[src/rtl/core/csl_pkg.sv]
// csl_pkg: token types, token codes and character tables for the C source lexer.
// Used by csl_front, csl_queue, csl_back and the top level. No dependencies.
package csl_pkg;

  // token classes
  localparam logic [1:0] CLS_KW  = 2'd0;
  localparam logic [1:0] CLS_ID  = 2'd1;
  localparam logic [1:0] CLS_LIT = 2'd2;
  localparam logic [1:0] CLS_SEP = 2'd3;

  // literal subtypes
  localparam logic [5:0] LIT_HEX    = 6'd0;
  localparam logic [5:0] LIT_OCT    = 6'd1;
  localparam logic [5:0] LIT_U      = 6'd2;
  localparam logic [5:0] LIT_L      = 6'd3;
  localparam logic [5:0] LIT_DEC    = 6'd4;
  localparam logic [5:0] LIT_FLOAT  = 6'd5;
  localparam logic [5:0] LIT_FLOATF = 6'd6;
  localparam logic [5:0] LIT_FLOATL = 6'd7;
  localparam logic [5:0] LIT_STRING = 6'd8;
  localparam logic [5:0] LIT_CHAR   = 6'd9;

  // separator codes
  localparam logic [5:0] SEP_TRIPLE_DOT = 6'd0;
  localparam logic [5:0] SEP_SINGLE     = 6'd19;
  localparam logic [5:0] SEP_DOT        = 6'd25;
  localparam logic [5:0] SGL_NONE       = 6'd63;
  localparam logic [4:0] MUL_NONE       = 5'd31;

  localparam int NKW = 44;
  localparam int NSINGLE = 25;
  localparam int QDEPTH = 4;

  // number flag bits
  localparam int NF_FLOAT = 0;
  localparam int NF_U     = 1;
  localparam int NF_L     = 2;
  localparam int NF_ZERO  = 3;
  localparam int NF_HEX   = 4;

  // keyword text, right aligned, and lengths
  localparam logic [119:0] KW_TEXT [NKW] = '{
    "auto", "break", "case", "char", "const", "continue", "default", "do",
    "double", "else", "enum", "extern", "float", "for", "goto", "if",
    "inline", "int", "long", "register", "restrict", "return", "short",
    "signed", "sizeof", "static", "struct", "switch", "typedef", "union",
    "unsigned", "void", "volatile", "while", "_Alignas", "_Alignof",
    "_Atomic", "_Bool", "_Complex", "_Generic", "_Imaginary", "_Noreturn",
    {"_Static", "_assert"}, {"_Thread", "_local"}
  };
  localparam logic [3:0] KW_LEN [NKW] = '{
    4'd4, 4'd5, 4'd4, 4'd4, 4'd5, 4'd8, 4'd7, 4'd2,
    4'd6, 4'd4, 4'd4, 4'd6, 4'd5, 4'd3, 4'd4, 4'd2,
    4'd6, 4'd3, 4'd4, 4'd8, 4'd8, 4'd6, 4'd5,
    4'd6, 4'd6, 4'd6, 4'd6, 4'd6, 4'd7, 4'd5,
    4'd8, 4'd4, 4'd8, 4'd5, 4'd8, 4'd8,
    4'd7, 4'd5, 4'd8, 4'd8, 4'd10, 4'd9,
    4'd14, 4'd13
  };
  localparam logic [8*NSINGLE-1:0] SINGLE_OPS = "(){}[].+-*/%^&|~!=<>?:;,#";

  typedef struct packed {
    logic [15:0] pos;
    logic [5:0]  code;
    logic [1:0]  cls;
  } token_t;

  // queue entry: one or two tokens from one item
  typedef struct packed {
    logic   two;
    token_t t1;
    token_t t0;
  } qent_t;

  function automatic logic is_space(input logic [7:0] c);
    return (c == 8'h20) || (c >= 8'd9 && c <= 8'd13);
  endfunction

  function automatic logic is_alpha(input logic [7:0] c);
    return (c >= "a" && c <= "z") || (c >= "A" && c <= "Z");
  endfunction

  function automatic logic is_digit(input logic [7:0] c);
    return c >= "0" && c <= "9";
  endfunction

  // index into the single-character operator list, SGL_NONE if absent
  function automatic logic [5:0] sgl_idx(input logic [7:0] c);
    logic [5:0] r;
    r = SGL_NONE;
    for (int i = NSINGLE - 1; i >= 0; i--) begin
      if (SINGLE_OPS[8*(NSINGLE-1-i) +: 8] == c) r = 6'(i);
    end
    return r;
  endfunction

  // two-character operator index, MUL_NONE if none
  function automatic logic [4:0] mul_idx(input logic [7:0] h, input logic [7:0] c);
    logic [4:0] r;
    r = MUL_NONE;
    unique case ({h, c})
      {"-", ">"}: r = 5'd1;
      {"+", "+"}: r = 5'd2;
      {"-", "-"}: r = 5'd3;
      {"+", "="}: r = 5'd4;
      {"-", "="}: r = 5'd5;
      {"*", "="}: r = 5'd6;
      {"/", "="}: r = 5'd7;
      {"%", "="}: r = 5'd8;
      {"&", "="}: r = 5'd9;
      {"|", "="}: r = 5'd10;
      {"^", "="}: r = 5'd11;
      {"=", "="}: r = 5'd12;
      {"!", "="}: r = 5'd13;
      {"<", "="}: r = 5'd14;
      {">", "="}: r = 5'd15;
      {"&", "&"}: r = 5'd16;
      {"|", "|"}: r = 5'd17;
      {"#", "#"}: r = 5'd18;
      default: r = MUL_NONE;
    endcase
    return r;
  endfunction

endpackage

[src/rtl/core/csl_front.sv]
// csl_front: scanner state machine; takes one byte per cycle while the queue has
// room and produces the zero, one or two tokens it completes. Depends on csl_pkg.
module csl_front #(
  parameter int MAX_SOURCE_BYTES = 65536
) (
  input  logic              clk,
  input  logic              rst,
  input  logic              in_valid,
  input  logic [7:0]        in_byte,
  input  logic              in_end,
  input  logic              q_ready,
  output logic              q_push,
  output csl_pkg::qent_t    q_data
);

  localparam int POS_W = $clog2(MAX_SOURCE_BYTES);
  localparam logic [POS_W-1:0] POS_LAST = POS_W'(MAX_SOURCE_BYTES - 1);

  typedef enum logic [8:0] {
    M_IDLE  = 9'b000000001,
    M_LINE  = 9'b000000010,
    M_BLOCK = 9'b000000100,
    M_BSTAR = 9'b000001000,
    M_IDENT = 9'b000010000,
    M_NUM   = 9'b000100000,
    M_QUOTE = 9'b001000000,
    M_ESC   = 9'b010000000,
    M_OPER  = 9'b100000000
  } mode_t;

  mode_t                   mode, mode_next;
  logic [POS_W-1:0]        bpos, bpos_next;
  logic [POS_W-1:0]        tstart, tstart_next;
  logic [15:0]             run_len, run_len_next;
  logic [csl_pkg::NKW-1:0] kw, kw_next;
  logic [4:0]              nflags, nflags_next;
  logic [7:0]              fchar, fchar_next;
  logic [7:0]              held0, held0_next;
  logic [1:0]              held_cnt, held_cnt_next;
  logic                    qdbl, qdbl_next;

  logic                    accept;
  logic [1:0]              e_n;
  csl_pkg::token_t         e0, e1;
  logic [csl_pkg::NKW-1:0] kw_filt, kw_first;
  csl_pkg::token_t         tok_id, tok_num, tok_quote, tok_single, tok_dot0, tok_dot1;
  logic [15:0]             pos16, start16;
  logic [POS_W-1:0]        start_inc;
  logic [5:0]              c_sgl, h_sgl;
  logic [4:0]              c_mul;
  logic                    do_begin;

  assign accept = in_valid && q_ready;
  assign start16 = 16'(tstart);
  assign pos16 = 16'(bpos);
  assign start_inc = (tstart == POS_LAST) ? '0 : tstart + 1'b1;
  assign c_sgl = csl_pkg::sgl_idx(in_byte);
  assign h_sgl = csl_pkg::sgl_idx(held0);
  assign c_mul = csl_pkg::mul_idx(held0, in_byte);

  // keyword filters: continuing run and first character
  always_comb begin
    logic [3:0] off;
    for (int k = 0; k < csl_pkg::NKW; k++) begin
      kw_filt[k] = 1'b0;
      if (run_len < 16'd15 && run_len[3:0] < csl_pkg::KW_LEN[k]) begin
        off = csl_pkg::KW_LEN[k] - 4'd1 - run_len[3:0];
        kw_filt[k] = kw[k] && (csl_pkg::KW_TEXT[k][8*off +: 8] == in_byte);
      end
      off = csl_pkg::KW_LEN[k] - 4'd1;
      kw_first[k] = csl_pkg::KW_TEXT[k][8*off +: 8] == in_byte;
    end
  end

  // pending tokens as they would flush now
  always_comb begin
    logic found;
    found = 1'b0;
    tok_id = '{pos: start16, code: 6'd0, cls: csl_pkg::CLS_ID};
    for (int k = 0; k < csl_pkg::NKW; k++) begin
      if (!found && kw[k] && run_len == 16'(csl_pkg::KW_LEN[k])) begin
        found = 1'b1;
        tok_id.cls = csl_pkg::CLS_KW;
        tok_id.code = 6'(k);
      end
    end
    tok_num = '{pos: start16, code: csl_pkg::LIT_DEC, cls: csl_pkg::CLS_LIT};
    if (nflags[csl_pkg::NF_FLOAT]) begin
      if (fchar == "f" || fchar == "F") tok_num.code = csl_pkg::LIT_FLOATF;
      else if (fchar == "l" || fchar == "L") tok_num.code = csl_pkg::LIT_FLOATL;
      else tok_num.code = csl_pkg::LIT_FLOAT;
    end else if (nflags[csl_pkg::NF_HEX]) tok_num.code = csl_pkg::LIT_HEX;
    else if (nflags[csl_pkg::NF_ZERO] && run_len > 16'd1) tok_num.code = csl_pkg::LIT_OCT;
    else if (nflags[csl_pkg::NF_U]) tok_num.code = csl_pkg::LIT_U;
    else if (nflags[csl_pkg::NF_L]) tok_num.code = csl_pkg::LIT_L;
    tok_quote = '{pos: start16, code: qdbl ? csl_pkg::LIT_STRING : csl_pkg::LIT_CHAR,
                  cls: csl_pkg::CLS_LIT};
    tok_single = '{pos: start16, code: csl_pkg::SEP_SINGLE + h_sgl, cls: csl_pkg::CLS_SEP};
    tok_dot0 = '{pos: start16, code: csl_pkg::SEP_DOT, cls: csl_pkg::CLS_SEP};
    tok_dot1 = '{pos: 16'(start_inc), code: csl_pkg::SEP_DOT, cls: csl_pkg::CLS_SEP};
  end

  // next state and emitted tokens
  always_comb begin
    mode_next = mode;
    bpos_next = bpos;
    tstart_next = tstart;
    run_len_next = run_len;
    kw_next = kw;
    nflags_next = nflags;
    fchar_next = fchar;
    held0_next = held0;
    held_cnt_next = held_cnt;
    qdbl_next = qdbl;
    e_n = 2'd0;
    e0 = tok_id;
    e1 = tok_dot1;
    do_begin = 1'b0;

    if (in_end) begin
      // flush and return to reset state
      unique case (mode)
        M_IDENT: begin e_n = 2'd1; e0 = tok_id; end
        M_NUM: begin e_n = 2'd1; e0 = tok_num; end
        M_QUOTE, M_ESC: begin e_n = 2'd1; e0 = tok_quote; end
        M_OPER: begin
          if (held_cnt == 2'd2) begin
            e_n = 2'd2; e0 = tok_dot0;
          end else if (held_cnt == 2'd1 && h_sgl != csl_pkg::SGL_NONE) begin
            e_n = 2'd1; e0 = tok_single;
          end
        end
        M_IDLE, M_LINE, M_BLOCK, M_BSTAR: ;
        default: ;
      endcase
      mode_next = M_IDLE;
      bpos_next = '0;
      tstart_next = '0;
      run_len_next = '0;
      kw_next = '1;
      nflags_next = '0;
      fchar_next = '0;
      held_cnt_next = '0;
      qdbl_next = 1'b0;
    end else begin
      bpos_next = (bpos == POS_LAST) ? '0 : bpos + 1'b1;
      unique case (mode)
        M_LINE: if (in_byte == 8'h0A) mode_next = M_IDLE;
        M_BLOCK: if (in_byte == "*") mode_next = M_BSTAR;
        M_BSTAR: begin
          if (in_byte == "/") mode_next = M_IDLE;
          else if (in_byte != "*") mode_next = M_BLOCK;
        end
        M_QUOTE: begin
          if (in_byte == "\\") mode_next = M_ESC;
          else if (in_byte == (qdbl ? 8'h22 : 8'h27)) begin
            e_n = 2'd1; e0 = tok_quote; mode_next = M_IDLE;
          end
        end
        M_ESC: mode_next = M_QUOTE;
        M_IDENT: begin
          if (csl_pkg::is_alpha(in_byte) || csl_pkg::is_digit(in_byte) || in_byte == "_")
          begin
            kw_next = kw_filt;
            if (run_len != 16'hFFFF) run_len_next = run_len + 16'd1;
          end else begin
            e_n = 2'd1; e0 = tok_id; do_begin = 1'b1;
          end
        end
        M_NUM: begin
          if (csl_pkg::is_alpha(in_byte) || csl_pkg::is_digit(in_byte) || in_byte == ".")
          begin
            if (run_len == 16'd1 && nflags[csl_pkg::NF_ZERO] &&
                (in_byte == "x" || in_byte == "X")) nflags_next[csl_pkg::NF_HEX] = 1'b1;
            if (in_byte == ".") nflags_next[csl_pkg::NF_FLOAT] = 1'b1;
            if ((in_byte == "e" || in_byte == "E") && !nflags[csl_pkg::NF_HEX])
              nflags_next[csl_pkg::NF_FLOAT] = 1'b1;
            if (in_byte == "u" || in_byte == "U") nflags_next[csl_pkg::NF_U] = 1'b1;
            if (in_byte == "l" || in_byte == "L") nflags_next[csl_pkg::NF_L] = 1'b1;
            fchar_next = in_byte;
            if (run_len != 16'hFFFF) run_len_next = run_len + 16'd1;
          end else begin
            e_n = 2'd1; e0 = tok_num; do_begin = 1'b1;
          end
        end
        M_OPER: begin
          if (held_cnt == 2'd2) begin
            if (in_byte == ".") begin
              e_n = 2'd1;
              e0 = '{pos: start16, code: csl_pkg::SEP_TRIPLE_DOT, cls: csl_pkg::CLS_SEP};
              held_cnt_next = 2'd0; mode_next = M_IDLE;
            end else begin
              e_n = 2'd2; e0 = tok_dot0; held_cnt_next = 2'd0; do_begin = 1'b1;
            end
          end else if (held0 == "/" && in_byte == "/") begin
            held_cnt_next = 2'd0; mode_next = M_LINE;
          end else if (held0 == "/" && in_byte == "*") begin
            held_cnt_next = 2'd0; mode_next = M_BLOCK;
          end else if (held0 == "." && in_byte == ".") begin
            held_cnt_next = 2'd2;
          end else if (c_mul != csl_pkg::MUL_NONE) begin
            e_n = 2'd1;
            e0 = '{pos: start16, code: 6'(c_mul), cls: csl_pkg::CLS_SEP};
            held_cnt_next = 2'd0; mode_next = M_IDLE;
          end else begin
            if (h_sgl != csl_pkg::SGL_NONE) begin e_n = 2'd1; e0 = tok_single; end
            held_cnt_next = 2'd0; do_begin = 1'b1;
          end
        end
        M_IDLE: do_begin = 1'b1;
        default: do_begin = 1'b1;
      endcase

      // start of a new token at this byte
      if (do_begin) begin
        mode_next = M_IDLE;
        if (csl_pkg::is_space(in_byte)) begin
          mode_next = M_IDLE;
        end else if (csl_pkg::is_alpha(in_byte) || in_byte == "_") begin
          mode_next = M_IDENT; tstart_next = bpos; kw_next = kw_first; run_len_next = 16'd1;
        end else if (csl_pkg::is_digit(in_byte)) begin
          mode_next = M_NUM; tstart_next = bpos; run_len_next = 16'd1; fchar_next = in_byte;
          nflags_next = (in_byte == "0") ? 5'(1 << csl_pkg::NF_ZERO) : 5'd0;
        end else if (in_byte == 8'h22 || in_byte == 8'h27) begin
          mode_next = M_QUOTE; tstart_next = bpos; qdbl_next = (in_byte == 8'h22);
        end else if (c_sgl != csl_pkg::SGL_NONE) begin
          mode_next = M_OPER; tstart_next = bpos; held0_next = in_byte; held_cnt_next = 2'd1;
        end
      end
    end
  end

  assign q_push = accept && (e_n != 2'd0);
  assign q_data = '{two: e_n == 2'd2, t1: e1, t0: e0};

  // state registers
  always_ff @(posedge clk) begin
    if (rst) begin
      mode <= M_IDLE;
      bpos <= '0;
      tstart <= '0;
      run_len <= '0;
      kw <= '1;
      nflags <= '0;
      fchar <= '0;
      held_cnt <= '0;
      qdbl <= 1'b0;
    end else if (accept) begin
      mode <= mode_next;
      bpos <= bpos_next;
      tstart <= tstart_next;
      run_len <= run_len_next;
      kw <= kw_next;
      nflags <= nflags_next;
      fchar <= fchar_next;
      held_cnt <= held_cnt_next;
      qdbl <= qdbl_next;
    end
  end

  // held operator character, written before it is read
  always_ff @(posedge clk) begin
    if (accept) held0 <= held0_next;
  end

endmodule

[src/rtl/core/csl_queue.sv]
// csl_queue: short FIFO of token entries between scanner and output stage.
// Depends on csl_pkg.
module csl_queue (
  input  logic           clk,
  input  logic           rst,
  input  logic           push,
  input  csl_pkg::qent_t push_data,
  output logic           not_full,
  input  logic           pop,
  output logic           not_empty,
  output csl_pkg::qent_t head
);

  localparam int PW = $clog2(csl_pkg::QDEPTH);

  csl_pkg::qent_t mem [csl_pkg::QDEPTH];
  logic [PW-1:0]  wr_ptr, rd_ptr;
  logic [PW:0]    count;

  assign not_full = count != (PW+1)'(csl_pkg::QDEPTH);
  assign not_empty = count != '0;
  assign head = mem[rd_ptr];

  // pointers and fill count
  always_ff @(posedge clk) begin
    if (rst) begin
      wr_ptr <= '0;
      rd_ptr <= '0;
      count <= '0;
    end else begin
      if (push) wr_ptr <= wr_ptr + 1'b1;
      if (pop) rd_ptr <= rd_ptr + 1'b1;
      if (push && !pop) count <= count + 1'b1;
      else if (pop && !push) count <= count - 1'b1;
    end
  end

  // entry storage
  always_ff @(posedge clk) begin
    if (push) mem[wr_ptr] <= push_data;
  end

endmodule

[src/rtl/core/csl_back.sv]
// csl_back: splits queue entries into single tokens into a registered output.
// Depends on csl_pkg.
module csl_back (
  input  logic            clk,
  input  logic            rst,
  input  logic            q_valid,
  input  csl_pkg::qent_t  q_head,
  output logic            q_pop,
  output logic            out_valid,
  input  logic            out_ready,
  output csl_pkg::token_t out_token,
  output logic            out_last
);

  logic sub;
  logic load, tok_last;

  assign load = !out_valid || out_ready;
  assign tok_last = !q_head.two || sub;
  assign q_pop = load && q_valid && tok_last;

  // output register and token select
  always_ff @(posedge clk) begin
    if (rst) begin
      out_valid <= 1'b0;
      sub <= 1'b0;
    end else if (load) begin
      out_valid <= q_valid;
      if (q_valid) sub <= !tok_last;
    end
  end

  always_ff @(posedge clk) begin
    if (load && q_valid) begin
      out_token <= sub ? q_head.t1 : q_head.t0;
      out_last <= tok_last;
    end
  end

endmodule

[src/rtl/core/c_source_lexer_top.sv]
// c_source_lexer_top: C source lexer, scanner front, token queue, output back.
// Depends on csl_pkg, csl_front, csl_queue, csl_back.
//
// channel  dir  tdata                           tuser       tlast
// s_axis   in   source_byte[7:0]                end_marker  -
// m_axis   out  class[1:0] code[7:2] pos[23:8]  -           last_of_run
//
// One byte is taken per cycle while the queue has room; the scanner state updates in that cycle.
// Output is one token per cycle while m_axis_tready is high, so an item that closes two tokens
// is sent as two output items; the 4-entry queue absorbs that and output stalls.
// A completed token is written into the queue and then into the output register before it appears.
// Reset (rst, synchronous) returns the scanner to idle at position zero.
module c_source_lexer_top #(
  parameter int MAX_SOURCE_BYTES = 65536
) (
  input  logic        clk,
  input  logic        rst,
  input  logic        s_axis_tvalid,
  output logic        s_axis_tready,
  input  logic [7:0]  s_axis_tdata,   // source_byte[7:0]
  input  logic        s_axis_tuser,   // end_marker
  output logic        m_axis_tvalid,
  input  logic        m_axis_tready,
  output logic [23:0] m_axis_tdata,   // token_class[1:0], token_code[7:2], start_pos[23:8]
  output logic        m_axis_tlast
);

  logic            q_push, q_not_full, q_pop, q_not_empty;
  csl_pkg::qent_t  q_in, q_head;
  csl_pkg::token_t out_token;

  assign s_axis_tready = q_not_full;
  assign m_axis_tdata = out_token;

  csl_front #(.MAX_SOURCE_BYTES(MAX_SOURCE_BYTES)) u_front (
    .clk(clk), .rst(rst),
    .in_valid(s_axis_tvalid), .in_byte(s_axis_tdata), .in_end(s_axis_tuser),
    .q_ready(q_not_full), .q_push(q_push), .q_data(q_in)
  );

  csl_queue u_queue (
    .clk(clk), .rst(rst),
    .push(q_push), .push_data(q_in), .not_full(q_not_full),
    .pop(q_pop), .not_empty(q_not_empty), .head(q_head)
  );

  csl_back u_back (
    .clk(clk), .rst(rst),
    .q_valid(q_not_empty), .q_head(q_head), .q_pop(q_pop),
    .out_valid(m_axis_tvalid), .out_ready(m_axis_tready),
    .out_token(out_token), .out_last(m_axis_tlast)
  );

endmodule

[config.mk]
export PLATFORM = sky130hd
export DESIGN_NAME = c_source_lexer_top
export DESIGN_NICKNAME = d
export VERILOG_FILES = /design/src/rtl/core/csl_pkg.sv /design/src/rtl/core/csl_front.sv /design/src/rtl/core/csl_queue.sv /design/src/rtl/core/csl_back.sv /design/src/rtl/core/c_source_lexer_top.sv
export SDC_FILE = /design/constraint.sdc
export NUM_CORES = 1
export LEC_CHECK = 0
export BUFFER_PORTS_ARGS = -buffer_cell sky130_fd_sc_hd__buf_4
export CAP_MARGIN = 0
export CORE_MARGIN = 2
export CORE_UTILIZATION = 45
export CTS_CLUSTER_SIZE = 40
export DETAILED_ROUTE_END_ITERATION = 7
export MAX_ROUTING_LAYER = met4
export PLACE_DENSITY = 0.7
export SYNTH_ARGS = -nofsm -noshare
export SYNTH_HDL_FRONTEND = slang
export SYNTH_SLANG_ARGS = --single-unit
[constraint.sdc]
create_clock -name clk -period 5.8 [get_ports clk]
set_clock_uncertainty 0.15 [all_clocks]
set_input_delay 0.87 -clock clk [delete_from_list [all_inputs] [get_ports clk]]
set_output_delay 0.87 -clock clk [all_outputs]
set_load 0.03 [all_outputs]
==> results.py <==
metrics = {
    "critical_path": {
        "reg2regPathDepth": 17,
        "end_kind": "flop",
        "max_stage_delay_ns": 0.56,
        "r2r-start": "u_front.held0[7]$_DFFE_PP_",
        "cp-endpoint": "u_queue.count[2]$_SDFFE_PP0P_",
        "critical_path.max_fanout": 12,
        "startpoint": "u_front.held0[7]$_DFFE_PP_",
        "crit_chain": "or4b_1, buf_4, or4_1, nand3_1, or3_1, inv_1, ha_1, nand4_1, o31ai_1, o31ai_1, and3_1, ha_1, inv_1, fa_1, xor2_1, or3_1, a21oi_1",
        "r2r_end": "u_queue.count[2]$_SDFFE_PP0P_",
        "cp.required_ns": 6.13,
        "path_class": "flop to flop",
        "cpMaxStageDelayCell": "or4b_1",
        "setup.worst_path.start_class": "flop",
        "rrSetupSlack_ns": 0.81,
        "cp.arrival_ns": 5.32,
    },
    "routing": {
        "ant_nets": 0,
        "vias_per_cell": 6.59,
        "wirelength_um": 72500,
        "routedWlPerCell_um": 23.8,
        "drtIter0Drc": 2641,
        "firstDrtPassIters": 6,
        "vias": 20100,
        "drc": 0,
    },
    "global_route": {
        "grt_usage": 0.288,
        "grt_overflow": 0,
        "grt_max_degree": 59,
        "antenna_found_initial": 2,
        "grt_pass1_vias": 18600,
        "grt_pass1_wl_um": 110000,
    },
    "timing": {
        "hold_viol_final": 0,
        "finalCritPeriodShare": 0.860,
        "slew_viol_final": 0,
        "rsz0062_at_grt": "no",
        "final.setup.tns_ns": 0,
        "max_slew_margin": 0.238,
        "setup_viol": 0,
        "tightest_slew_ns": 1.14,
        "fmax_mhz": 200,
        "final.min_clock_period_ns": 4.99,
    },
    "logic_synthesis": {
        "seq_area_frac_synth": 0.386,
        "syn_avg_cell_area_um2": 8.89,
        "ys.flop_type": "edfxtp_1",
        "ys_ff_latch": 324,
        "synth.cell_area_mm2": 0.0219,
        "synth_fp_nets": 2525,
        "yosysWarningCount": 0,
        "syn_inst": 2468,
        "synthArstFlopShare": 0,
        "synth_edf_count": 197,
        "synth_cell_types": 98,
    },
    "floorplan": {
        "std_cell_rows": 80,
        "core_area_mm2": 0.0479,
        "fp.dieArea_mm2": 0.0505,
        "start_util": 0.457,
        "die_x_um": 225,
        "die_h_um": 225,
        "pin_count": 40,
    },
    "power_and_ir_drop": {
        "power_density_mw_per_mm2": 269,
        "finalPower_mw": 6.43,
        "peakVddDrop_mv": 0.166,
        "p_leak_nw": 8.31,
    },
    "finish": {
        "area_growth_pct": 9.09,
        "final_nets": 2462,
        "drive_gt1_frac": 0.110,
        "fillers": 4402,
    },
    "clock_tree": {
        "cts_tree": "done",
        "clockBufferDepth": 3,
        "ctsResizeCount": 0,
        "htree_levels": 2,
        "insertion_delay_ns": 0.56,
        "clkTransAtPathRegs_ns": 0.06,
        "hold_buffers": 0,
        "postCtsSetupBuffers": 0,
        "clock-sinks": 324,
        "cts_buffers": 35,
        "cts_root_buf": "clkbuf_16",
    },
    "min_path": {
        "hold_path_class": "flop to flop",
        "hold_depth": 1,
        "holdCritStartpoint": "u_front.kw[17]$_SDFFE_PP1P_",
    },
    "placed_design": {
        "dp_hpwl_um": 50100,
        "io_buffer_count": 39,
        "gp_congestion": 1.03,
    },
    "flow_run": {
        "drv_cap": 0,
    },
    "outcome": {
        "outcome": "complete, no violations",
    },
}
## power breakdown
part / leakage (nW) / internal (mW) / total, mW / switching, mW
sequential: 2.89 / 2.60 / 2.67 / 0.0631
combinational: 4.83 / 0.537 / 1.43 / 0.895
clock: 0.588 / 1.39 / 2.33 / 0.943
total: 8.31 / 4.53 / 6.43 / 1.90
## layout by cell type, fill, tap and decap left out, types with 35 or more instances in the layout
cell,netlist,final
nand2_1,244,244
nor2_1,207,207
o21ai_0,200,200
edfxtp_1,197,197
a21oi_1,158,157
dfxtp_1,127,125
xnor2_1,118,118
nand3_1,105,105
buf_4,1,93
nor3_1,59,59
xor2_1,54,54
inv_1,45,45
ha_1,43,43
mux4_2,41,41
a31oi_1,39,39
a22o_1,39,39
clkbuf_16,0,35
## critical path: cells and delay by family, from the launching register on
kind / cells / cell delay (ns)
compound gates: 3 / 0.68
xor+xnor: 1 / 0.18
fa+ha+maj: 3 / 0.87
buf+inv: 3 / 0.38
flops: 1 / 0.55
simple gates: 7 / 2.10
## worst min-delay path by stage
stage                                  endpoint  slack (ns)
finish              u_front.kw[17]$_SDFFE_PP1P_        0.31
floorplan           u_front.kw[12]$_SDFFE_PP1P_        0.28
global route         u_front.kw[7]$_SDFFE_PP1P_        0.33
CTS                 u_front.kw[17]$_SDFFE_PP1P_        0.31
global placement    u_front.kw[17]$_SDFFE_PP1P_        0.29
detailed placement   u_front.kw[7]$_SDFFE_PP1P_        0.29
## stage by stage
step           instances  cell area, µm²  hold slack [ns]  setup slack (ns)  utilization
5_1_grt             3049           23900            0.327             0.478        0.499
4_1_cts             3047           23900            0.310             0.867        0.499
6_report            3049           23900            0.305             0.810        0.499
2_1_floorplan       2468           21900            0.276              1.29            -
3_3_place_gp        2983           22700            0.291             0.970        0.474
3_5_place_dp        2983           22700            0.292             0.860        0.474
## cell usage after synthesis, drive strengths merged (29+ instances only)
library cell  instances  share of area
nand2               244          0.042
nor2                209          0.036
o21ai               204          0.047
edfxtp              197           0.27
a21oi               160          0.037
dfxtp               127           0.12
clkbuf              126          0.022
xnor2               118          0.047
nand3               106          0.024
buf                  71          0.014
nor3                 63          0.016
xor2                 54          0.022
inv                  45         0.0077
ha                   43          0.025
mux4                 41          0.042
a22o                 39          0.016
a31oi                39          0.011
nand4                34         0.0097
nand2b               32         0.0091
and3                 30         0.0086
nor2b                29         0.0086
## kinds of logic after synthesis
kind of cell,after synthesis,share of synthesized area
mux,79,0.0606
xor+xnor,172,0.0687
fa+ha+maj,44,0.0254
simple gates,917,0.214
buf+inv,245,0.0441
flops,324,0.386
compound gates,687,0.202
## state kept, by name, indices dropped and copies added, names as in the netlist, named ones only
name,flops
u_front.start16,16
u_back.out_token,24
u_back.out_last,1
u_back.out_valid,1
u_front.mode,9
u_front.nflags,5
u_queue.wr_ptr,2
u_queue.count,3
u_front.fchar,7
u_front.run_len,16
u_front.bpos,16
u_front.held_cnt,2
u_front.kw,44
u_front.held0,8
u_queue.rd_ptr,2
u_back.sub,1
u_queue.mem,164
u_front.qdbl,1
## final cells by class
| class | instances | area (µm²) | share of cell area |
|---|---|---|---|
| antenna | 2 | 5.00 | 0.000209 |
| clock inverter | 20 | 259 | 0.0108 |
| sequential | 324 | 8460 | 0.354 |
| clock buffer | 44 | 941 | 0.0393 |
| inverter | 48 | 180 | 0.00753 |
| timing repair buffer | 97 | 778 | 0.0325 |
| tap | 615 | 769 | 0.0322 |
| multi-input combinational | 1899 | 12500 | 0.524 |
## per-layer routing
metal	up-vias	routed length [µm]	global-route usage
met5	-	0	-
met2	1135	32100	0.427
met3	199	7270	0.0584
met1	9689	29900	0.380
li1	9074	-	-
met4	0	3340	0.132
Note: power is estimated with default switching activity, not from simulation.
